### src/hmc_pkg.sv
// Shared constants, types and helper functions for the Hamming (63,57) chunk encoder.
package hmc_pkg;

  localparam int unsigned ChunkBytes = 57;
  localparam int unsigned CodeBytes  = 63;
  localparam int unsigned WordBits   = 63;
  localparam int unsigned WordCount  = 8;

  localparam int unsigned AddrW    = $clog2(ChunkBytes);
  localparam int unsigned PosW     = $clog2(WordBits + 1);
  localparam int unsigned BitIdxW  = $clog2(ChunkBytes * 8);
  localparam int unsigned WordIdxW = $clog2(WordCount);
  localparam int unsigned ByteCntW = $clog2(CodeBytes);

  typedef enum logic [1:0] {
    StCollect,
    StFill,
    StEmit
  } state_e;

  // Per-cycle control from the sequencer to the shared bit unit.
  typedef struct packed {
    logic            fill;
    logic            emit;
    logic [PosW-1:0] pos;
    logic            data_bit;
  } ctl_t;

  // True when a 1-based codeword position holds a parity bit.
  function automatic logic is_pow2(logic [PosW-1:0] p);
    return (p & (p - PosW'(1))) == '0;
  endfunction

endpackage

### src/hmc_store.sv
// Chunk store: 57 data bytes, one write port and one registered read port.
module hmc_store (
  input  logic                     clk_i,
  input  logic                     wr_en_i,
  input  logic [hmc_pkg::AddrW-1:0] wr_addr_i,
  input  logic [7:0]               wr_data_i,
  input  logic [hmc_pkg::AddrW-1:0] rd_addr_i,
  output logic [7:0]               rd_data_o
);

  logic [7:0] mem_q [hmc_pkg::ChunkBytes];
  logic [7:0] rd_data_q;

  always_ff @(posedge clk_i) begin
    if (wr_en_i) begin
      mem_q[wr_addr_i] <= wr_data_i;
    end
    // Addresses past the chunk only occur once the last data bit is used.
    if (rd_addr_i < hmc_pkg::AddrW'(hmc_pkg::ChunkBytes)) begin
      rd_data_q <= mem_q[rd_addr_i];
    end
  end

  assign rd_data_o = rd_data_q;

endmodule

### src/hmc_unit.sv
// Shared bit-serial unit: builds one codeword with its parity, then shifts it out as bytes.
module hmc_unit (
  input  logic          clk_i,
  input  logic          rst_ni,
  input  hmc_pkg::ctl_t ctl_i,
  output logic [7:0]    code_byte_o,
  output logic          chunk_end_o,
  output logic          strobe_o
);

  localparam int unsigned ParW = hmc_pkg::PosW;

  logic [hmc_pkg::WordBits-1:0] cw_q, cw_d;
  logic [ParW-1:0]              par_q, par_d;
  logic [6:0]                   acc_q, acc_d;
  logic [2:0]                   nbit_q, nbit_d;
  logic [hmc_pkg::ByteCntW-1:0] nbyte_q, nbyte_d;
  logic [7:0]                   byte_q, byte_d;
  logic                         end_q, end_d;
  logic                         strobe_q, strobe_d;
  logic                         pow2, fill_bit, out_bit;

  always_comb begin
    pow2     = hmc_pkg::is_pow2(ctl_i.pos);
    fill_bit = pow2 ? 1'b0 : ctl_i.data_bit;
    // The position index is one-hot at a parity slot, so this picks its parity bit.
    out_bit  = pow2 ? ^(par_q & ctl_i.pos) : cw_q[0];

    cw_d     = cw_q;
    par_d    = par_q;
    acc_d    = acc_q;
    nbit_d   = nbit_q;
    nbyte_d  = nbyte_q;
    byte_d   = byte_q;
    end_d    = end_q;
    strobe_d = 1'b0;

    if (ctl_i.fill) begin
      cw_d  = {fill_bit, cw_q[hmc_pkg::WordBits-1:1]};
      par_d = ((ctl_i.pos == ParW'(1)) ? '0 : par_q) ^ (fill_bit ? ctl_i.pos : '0);
    end

    if (ctl_i.emit) begin
      cw_d   = {1'b0, cw_q[hmc_pkg::WordBits-1:1]};
      acc_d  = {acc_q[5:0], out_bit};
      nbit_d = nbit_q + 3'd1;
      if (nbit_q == 3'd7) begin
        strobe_d = 1'b1;
        byte_d   = {acc_q, out_bit};
        end_d    = (nbyte_q == hmc_pkg::ByteCntW'(hmc_pkg::CodeBytes - 1));
        nbyte_d  = end_d ? '0 : nbyte_q + hmc_pkg::ByteCntW'(1);
      end
    end
  end

  always_ff @(posedge clk_i or negedge rst_ni) begin
    if (!rst_ni) begin
      nbit_q   <= '0;
      nbyte_q  <= '0;
      strobe_q <= 1'b0;
    end else begin
      nbit_q   <= nbit_d;
      nbyte_q  <= nbyte_d;
      strobe_q <= strobe_d;
    end
  end

  always_ff @(posedge clk_i) begin
    cw_q   <= cw_d;
    par_q  <= par_d;
    acc_q  <= acc_d;
    byte_q <= byte_d;
    end_q  <= end_d;
  end

  assign code_byte_o = byte_q;
  assign chunk_end_o = end_q;
  assign strobe_o    = strobe_q;

endmodule

### src/hamming_63_57_chunk_encoder.sv
// Top level of the Hamming (63,57) chunk encoder: sequencer, chunk store and bit unit.
//
// The block takes one data byte per cycle while busy_o is low, and a word is accepted at each
// rising edge with start_i high and busy_o low. After the 57th byte of a chunk it raises busy_o
// and encodes the 456 collected bits as eight 63-bit Hamming words, parity at positions 1, 2, 4,
// 8, 16 and 32, sending 63 code words out MSB first. Each output word is held on code_byte_o
// for exactly one cycle with strobe_o high, and chunk_end_o marks the 63rd; the receiver cannot
// stall, so it must take every strobed word. Encoding runs through one shared bit-serial unit,
// which handles each codeword in two passes, one to gather the data bits and parity and one to
// shift the word out, so a chunk keeps the block busy through both passes of all eight codewords.
// Bytes of an unfinished chunk stay held until the chunk completes or reset discards them.
module hamming_63_57_chunk_encoder (
  input  logic       clk_i,
  input  logic       rst_ni,
  input  logic       start_i,
  input  logic [7:0] data_byte_i,
  output logic       busy_o,
  output logic [7:0] code_byte_o,
  output logic       chunk_end_o,
  output logic       strobe_o
);

  localparam int unsigned AddrW    = hmc_pkg::AddrW;
  localparam int unsigned PosW     = hmc_pkg::PosW;
  localparam int unsigned BitIdxW  = hmc_pkg::BitIdxW;
  localparam int unsigned WordIdxW = hmc_pkg::WordIdxW;

  hmc_pkg::state_e state_q, state_d;

  logic [AddrW-1:0]    held_q, held_d;   // bytes collected of the current chunk
  logic [PosW-1:0]     pos_q, pos_d;     // 1-based position within the codeword
  logic [WordIdxW-1:0] word_q, word_d;   // codeword being worked on
  logic [BitIdxW-1:0]  idx_q, idx_d;     // next data bit of the chunk
  logic                accept, last_pos;
  logic [7:0]          rd_data;
  hmc_pkg::ctl_t       ctl;

  assign accept   = start_i && !busy_o;
  assign last_pos = (pos_q == PosW'(hmc_pkg::WordBits));

  // Next state and counters.
  always_comb begin
    state_d = state_q;
    held_d  = held_q;
    pos_d   = pos_q;
    word_d  = word_q;
    idx_d   = idx_q;
    case (state_q)
      hmc_pkg::StCollect: begin
        pos_d  = PosW'(1);
        word_d = '0;
        idx_d  = '0;
        if (accept) begin
          if (held_q == AddrW'(hmc_pkg::ChunkBytes - 1)) begin
            held_d  = '0;
            state_d = hmc_pkg::StFill;
          end else begin
            held_d = held_q + AddrW'(1);
          end
        end
      end
      hmc_pkg::StFill: begin
        // Data bits are consumed only at positions that are not parity slots.
        if (!hmc_pkg::is_pow2(pos_q)) begin
          idx_d = idx_q + BitIdxW'(1);
        end
        if (last_pos) begin
          pos_d   = PosW'(1);
          state_d = hmc_pkg::StEmit;
        end else begin
          pos_d = pos_q + PosW'(1);
        end
      end
      hmc_pkg::StEmit: begin
        if (last_pos) begin
          pos_d = PosW'(1);
          if (word_q == WordIdxW'(hmc_pkg::WordCount - 1)) begin
            state_d = hmc_pkg::StCollect;
          end else begin
            word_d  = word_q + WordIdxW'(1);
            state_d = hmc_pkg::StFill;
          end
        end else begin
          pos_d = pos_q + PosW'(1);
        end
      end
      default: begin
        state_d = hmc_pkg::StCollect;
      end
    endcase
  end

  // Outputs of the sequencer.
  always_comb begin
    busy_o       = 1'b1;
    ctl.fill     = 1'b0;
    ctl.emit     = 1'b0;
    ctl.pos      = pos_q;
    // Bytes are read MSB first, so bit 0 of the index selects bit 7 of the byte.
    ctl.data_bit = rd_data[~idx_q[2:0]];
    case (state_q)
      hmc_pkg::StCollect: busy_o   = 1'b0;
      hmc_pkg::StFill:    ctl.fill = 1'b1;
      hmc_pkg::StEmit:    ctl.emit = 1'b1;
      default:            busy_o   = 1'b1;
    endcase
  end

  always_ff @(posedge clk_i or negedge rst_ni) begin
    if (!rst_ni) begin
      state_q <= hmc_pkg::StCollect;
      held_q  <= '0;
      pos_q   <= PosW'(1);
      word_q  <= '0;
      idx_q   <= '0;
    end else begin
      state_q <= state_d;
      held_q  <= held_d;
      pos_q   <= pos_d;
      word_q  <= word_d;
      idx_q   <= idx_d;
    end
  end

  // The read address follows the next bit index, so the registered read data always holds
  // the byte of the current bit.
  hmc_store u_store (
    .clk_i     (clk_i),
    .wr_en_i   (accept),
    .wr_addr_i (held_q),
    .wr_data_i (data_byte_i),
    .rd_addr_i (idx_d[BitIdxW-1:3]),
    .rd_data_o (rd_data)
  );

  hmc_unit u_unit (
    .clk_i       (clk_i),
    .rst_ni      (rst_ni),
    .ctl_i       (ctl),
    .code_byte_o (code_byte_o),
    .chunk_end_o (chunk_end_o),
    .strobe_o    (strobe_o)
  );

  // A word only leaves while a chunk is being encoded.
  assert property (@(posedge clk_i) disable iff (!rst_ni) strobe_o |-> $past(busy_o))
    else $error("output word strobed outside an encoding pass");

  // The 57th byte of a chunk always starts an encoding pass.
  assert property (@(posedge clk_i) disable iff (!rst_ni)
    (accept && held_q == AddrW'(hmc_pkg::ChunkBytes - 1)) |=> busy_o)
    else $error("completed chunk did not start encoding");

  // The last word of a chunk comes with the strobe, and the block is free again by then.
  assert property (@(posedge clk_i) disable iff (!rst_ni)
    (strobe_o && chunk_end_o) |-> !busy_o)
    else $error("chunk end flagged while encoding still runs");

  // Every fill pass ends on a whole codeword's worth of data bits.
  assert property (@(posedge clk_i) disable iff (!rst_ni)
    (state_q == hmc_pkg::StFill && last_pos) |->
      (idx_q == BitIdxW'(hmc_pkg::ChunkBytes * 8 / hmc_pkg::WordCount) *
                (BitIdxW'(word_q) + BitIdxW'(1)) - BitIdxW'(1)))
    else $error("data bit index out of step with the codeword count");

endmodule
### config.mk
export PLATFORM = sky130hd
export DESIGN_NAME = hamming_63_57_chunk_encoder
export DESIGN_NICKNAME = d
export VERILOG_FILES = /design/src/hmc_pkg.sv /design/src/hmc_store.sv /design/src/hmc_unit.sv /design/src/hamming_63_57_chunk_encoder.sv
export SDC_FILE = /design/constraint.sdc
export NUM_CORES = 1
export LEC_CHECK = 0
export BUFFER_PORTS_ARGS = -buffer_cell sky130_fd_sc_hd__buf_2
export CORE_ASPECT_RATIO = 1.5
export CORE_MARGIN = 5
export CORE_UTILIZATION = 34
export CTS_BUF_LIST = sky130_fd_sc_hd__clkbuf_8
export CTS_CLUSTER_DIAMETER = 80
export DETAILED_ROUTE_END_ITERATION = 12
export SLEW_MARGIN = 10
export SYNTH_ARGS = -nofsm -noshare
export SYNTH_HDL_FRONTEND = slang
export SYNTH_SLANG_ARGS = --single-unit
### constraint.sdc
create_clock -name clk_i -period 5.4 [get_ports clk_i]
set_input_delay 0.27 -clock clk_i [delete_from_list [all_inputs] [get_ports clk_i]]
set_output_delay 0.27 -clock clk_i [all_outputs]
set_load 0.02 [all_outputs]
Yosys cells after proc, flatten, opt, wreduce, memory -nomap -nowiden

Memory sizes are Yosys's and may differ from the RTL's. A register that Yosys moved wholly into a read port is not among the register bits.
Cells that the tools add are included.

Equal/unequal tests: 14
$add $sub $neg: 7
Reductions and logical operators: 14
Bitwise operators: 4
Mux-type cells: 30
Magnitude comparators: 2

Operators by type and width:

| operator              | number |
|---|---|
| $mux W62              | 2 |
| $mux W6               | 5 |
| $add A6 B1 Y6 const B | 3 |
| $eq A6 B6 Y1 const B  | 3 |
| $pmux W9 S2           | 1 |
| $and A6 B6 Y6         | 2 |
| $pmux W6 S2           | 1 |
| $mux W1               | 11 |
| $ne A2 B2 Y1 const B  | 5 |
| $add A9 B1 Y9 const B | 1 |
| $mux W9               | 1 |
| $mux W2               | 4 |
| $reduce_bool A2 Y1    | 4 |
| $add A3 B1 Y3 const B | 2 |
| $eq A3 B3 Y1 const B  | 2 |
| $eq A6 B1 Y1 const B  | 1 |
| $logic_not A6 Y1      | 1 |
| $lt A6 B6 Y1 const B  | 1 |
| $mux W3               | 2 |
| $pmux W2 S3           | 1 |
| $pmux W3 S2           | 1 |
| $reduce_and A2 Y1     | 3 |
| $reduce_xor A6 Y1     | 1 |
| $sub A6 B1 Y6 const B | 1 |
| 12 further kinds      | 12 |

RAM bits: 456
Bits of input ports: 11
Output and inout port bits: 11
Logic and storage cells: 87
Register bits after elaboration: 121
Memories: 1

Memory list:

| name          | words | width | read ports | clocked after memory_dff | write ports | line            | source |
|---|---|---|---|---|---|---|---|
| u_store.mem_q | 57    | 8     | 1          | 1                        | 1           | hmc_store.sv:11 | `logic [7:0] mem_q [hmc_pkg::ChunkBytes];` |

Logic depth before layout (Yosys ltp)

Depth in word-level cells: 6
Gate-level depth with buffers: 17
Depth with buffers taken out: 12

By module

Synthesis repeated with hierarchy kept, for this count alone.

Cell total of the unflattened synthesis: 1,226
Area, all modules: 23,020.8 um^2

Modules (own cells, without submodules):

| module                      | cells each | times used | seq. area each (um^2) | area an instance (um^2) |
|---|---|---|---|---|
| hmc_store                   | 886        | 1          | 13,933.4              | 18,153.7 |
| hmc_unit                    | 178        | 1          | 2,792.7               | 3,331.9 |
| hamming_63_57_chunk_encoder | 162        | 1          | 651.9                 | 1,535.2 |

Least setup slack after synthesis

No wires, ideal clock.

Kind: register to register
From: register pos_q[0]
To: register u_store.rd_data_q[0] (netlist: u_store.rd_data_o[0]) (read register of u_store.mem_q) (enable)
Cell stages (with the launch flop): 14
Path buffers: 3
Data required time: 5.023 ns
Library setup time: 0.377 ns
Data arrival time: 2.815 ns
Period minus slack after synthesis: 3.192 ns
Setup slack: 2.208 ns
Cells stage by stage: dfstp_2 > inv_1 > ha_1 > or3b_4 > a21oi_4 > o21a_1 > buf_4 > nor4_1 > xor2_1 > a22oi_1 > inv_1 > buf_4 > buf_4 > o2111ai_1

Cells in the longest elaborated chain, start to end: 6

Ends and longest elaborated chain:

| what                     | line                               | source |
|---|---|---|
| start: declaration       | hamming_63_57_chunk_encoder.sv:31  | `logic [PosW-1:0] pos_q, pos_d;` |
| start signal: assignment | hamming_63_57_chunk_encoder.sv:113 | `pos_q <= PosW'(1);` |
| start signal: assignment | hamming_63_57_chunk_encoder.sv:119 | `pos_q <= pos_d;` |
| $sub A6 B1 Y6            | hmc_pkg.sv:31                      | `return (p & (p - PosW'(1))) == '0;` |
| $and A6 B6 Y6 *          | hmc_pkg.sv:31                      |  |
| $logic_not A6 Y1 *       | hmc_pkg.sv:31                      |  |
| $mux W9 *                | hamming_63_57_chunk_encoder.sv:64  | `if (!hmc_pkg::is_pow2(pos_q)) begin` |
| $pmux W9 S2 *            | hamming_63_57_chunk_encoder.sv:48  | `case (state_q)` |
| via idx_d[7]             | hamming_63_57_chunk_encoder.sv:33  | `logic [BitIdxW-1:0] idx_q, idx_d;` |
| $lt A6 B6 Y1             | hmc_store.sv:19                    | `if (rd_addr_i < hmc_pkg::AddrW'(hmc_pkg::ChunkBytes)) begin` |
| end: declaration         | hmc_store.sv:12                    | `logic [7:0] rd_data_q;` |

Mark *: on every way through the listed nets, which the timed path passes. The rest lies on a longest branch. The select of a mux whose other input is x is not followed.
A chain may end at the register's enable or synchronous reset.

Worst setup path in the final report

From: register pos_q[1]
To: register u_store.rd_data_q[4] (netlist: u_store.rd_data_o[4]) (read register of u_store.mem_q) (data pin)

Cells in the longest elaborated chain, start to end: 6

Ends and longest elaborated chain:

| what               | line |
|---|---|
| $sub A6 B1 Y6      | hmc_pkg.sv:31 |
| $and A6 B6 Y6 *    | hmc_pkg.sv:31 |
| $logic_not A6 Y1 * | hmc_pkg.sv:31 |
| $mux W9 *          | hamming_63_57_chunk_encoder.sv:64 |
| $pmux W9 S2 *      | hamming_63_57_chunk_encoder.sv:48 |
| $lt A6 B6 Y1       | hmc_store.sv:19 |

Every way passes the cells marked *; elsewhere a longest branch is shown, timed or not. The select of a mux whose other input is x is not followed.

==> metrics <==
status completed; number of max-cap violations 0; share of cells above drive strength 1 roughly a tenth; vias in the first global route approximately 14000; average wire per standard cell about 21 um; Worst Tran Pin Value 1.002 ns; post-synth top area share 70.17%; top_reg_cell synth edfxtp_1; Fin Setup TNS 0 ns; Final WS setup 0.8239 ns; Worst Skew 0.02762 ns; post-layout min period 4.576 ns; Clk Latency, worst-skew pair 0.67 ns; endpoint class of the critical path flop; largest net degree at the start of global routing around 140; cell mode on critical path a311oi_1; Clock Pin Slew Worst Setup and Hold Paths 0.06 ns; top cells by area, synth edfxtp_1 (70%), nand2_1 (5.2%), dfrtp_1 (3.7%), nand3_1 (3.7%), mux2i_1 (2.6%); Synth Cell Area 0.02345 sq mm; Final Hold Vio Count 0; Ys Warns 0; headroom to the max-slew limit 33.15%; VDD IR max 0.3388 mV; drt via density 5.257; Mapped Nets roughly 1700; crit path kind flop to flop; most common cell after layout, fill and taps aside edfxtp_1; required time of the critical path 5.82 ns; flops & latches, synth 585; CTS tree built; Clock Sinks 585; Lkg Pwr 8.434 nW; CP Data Arrival Time 4.99 ns; Fillers approximately 6500; Syn Inst Count 1666; Die X 224.4 um; drt total wl 56830 um; reg2reg start pos_q[1]; die area 0.07444 sq mm; Distinct cells, synth 62; RSZ-0062 raised after global routing false; Total GRT Usage 14.93%; f_max 218.5 MHz; CP max FO 68; # H-tree levels 3; most frequent cells in the layout edfxtp_1 (548), nand2_1 (326), nand3_1 (172); Slew Limit Fails 0; Die H between 300 and 400 um; Slowest-stage cell, CP buf_4; GPL Wtd Cong 0.8950; Final period util between 80% and 90%; Vias 14040; FP Rows 118; # setup viols final 0; Detail Route Antenna Nets 0; crit path cell chain inv_1, ha_1, or3b_4, a21oi_4, o21a_1, o211a_4, buf_4, o2111ai_1, a311oi_1, a311oi_1, and3_1; R2R cell count 11; register area 0.01738 sq mm; Hold Crit Class primary input to asynchronous set/reset pin; total grt overflow 0; area growth from synthesis to layout 11.13%; num ports 22; share of synthesized flip-flops with an asynchronous set or reset 6.154%; hold_ws 0.2501 ns; DRC 0; initial antenna violation count 3; CP endpoint u_store.rd_data_o[4]; R2R Setup Slk 0.82 ns; sequential area share after synthesis 74.10%; HPWL after detailed placement about 34000 um; multi-input logic area 0.005472 sq mm; worst setup path startpoint pos_q[1]; Post-synth EDFFs 548; Initial Utilization between 30% and 40%; Net count, final 1735; TritonCTS buffer count 86; cell accounting for the most synthesized area edfxtp_1; Post-DP Area between 0.02 and 0.025 sq mm; syn_area_per_cell 14.08 sq um; number of port buffers 21; post-route cell area 0.02606 sq mm; setup bufs post-CTS 0; reg-to-reg endpoint u_store.rd_data_o[4]; drt pass-1 iters 8; first-pass GRT wire length around 86000 um; root buffer cell clkbuf_8; core area ~0.07 sq mm; drt initial violations 1395; Place WS slightly above 0.7 ns; Setup crit start kind flop; Power Dens Cells 380.0 mW/mm^2; CP max stage delay 0.67 ns; clock tree buffer depth 3
per-layer routing:
metal | part of all wire (%) | wire length [um] | GRT usage [%]
met1 | 37 | 20770 | 17.05
met2 | 52 | 29300 | 25.88
met4 | 6.4 | 3658 | 9.384
met5 | 0.012 | 7 | 0
met3 | 5.4 | 3092 | 2.440
critical path: cells and delay by family, from the launching register on:
kind | cells | cell delay [ns]
DFF | 1 | 0.47
AOI/OAI and AO/OA | 6 | 2.26
and+or+nand+nor | 2 | 0.57
buffers and inverters | 2 | 0.79
adders and majority gates | 1 | 0.16
where the power goes:
part | internal [mW] | switching, mW
registers | 5.50 | 0.199
logic | 0.227 | 0.650
clock network | 1.68 | 1.64
total | 7.41 | 2.49
cell usage after synthesis, drive strengths merged (7+ instances only):
| cell | number |
|---|---|
| o21ai | 29 |
| o22ai | 7 |
| o211ai | 16 |
| o221ai | 7 |
| xor2 | 12 |
| a31oi | 11 |
| edfxtp | 548 |
| dfrtp | 35 |
| a21oi | 37 |
| a32oi | 25 |
| clkbuf | 30 |
| nand2 | 326 |
| nand4 | 14 |
| a311oi | 21 |
| nand3 | 172 |
| mux2i | 61 |
| buf | 73 |
| and3 | 15 |
| ha | 17 |
| inv | 20 |
| nor3 | 9 |
| o2111ai | 32 |
| nor2 | 82 |
sequential cells by signal (all words and copies together) (netlist names):
register and cells:
pos_q 6, u_store.rd_data_o 8, idx_q 9, u_unit.nbit_q 3, held_q 6, state_q 2
u_unit.par_q 6, u_unit.chunk_end_o 1, u_unit.strobe_o 1, u_unit.code_byte_o 8, u_store.mem_q 456, u_unit.cw_q 63
word_q 3, u_unit.acc_q 7, u_unit.nbyte_q 6
logic make-up after synthesis:
kind of cell / after synthesis / share of synthesized area, %
multiplexers: 68 / 3.036
XOR/XNOR: 18 / 0.6722
flip-flops: 585 / 74.10
buffers and inverters: 123 / 2.689
adder cells (fa/ha/maj): 17 / 0.9069
AND/OR/NAND/NOR: 638 / 11.81
AO/OA/AOI/OAI: 217 / 6.792
cell type report:
class                      instances  share of cell area (%)
clock buffer                      93                   4.911
multi-input combinational        958                   20.99
timing repair buffer              56                   1.623
sequential                       585                   66.67
clock inverter                    57                   1.162
tap                              900                   4.320
antenna                            1                0.009601
inverter                          20                  0.3072
how the worst min path moves through the flow:
stage	end	cells past startpoint	slack (ns)	from
floorplan	held_q[0]	0	-0.03	rst_ni
global placement	u_unit.nbyte_q[0]	1	0.41	rst_ni
detailed placement	u_unit.cw_q[48]	0	0.40	u_unit.cw_q[49]
CTS	u_store.mem_q[17][6]	2	0.20	data_byte_i[6]
global route	u_store.mem_q[21][6]	2	0.26	data_byte_i[6]
finish	word_q[0]	2	0.25	rst_ni
through the flow:
stage,power [mW],cells,util [%]
2_1_floorplan,6.331,1666,-
3_3_place_gp,6.632,2517,35.54
3_5_place_dp,6.673,2517,35.54
4_1_cts,10.01,2669,37.87
5_1_grt,10.33,2670,37.88
6_report,9.903,2670,37.88
repair_timing:
item                      in CTS  in global routing
hold endpoints to repair      38                  0
gates resized for setup        0                  0
hold buffers                   2                  0
No activity file was read; power rests on OpenSTA's default activity.
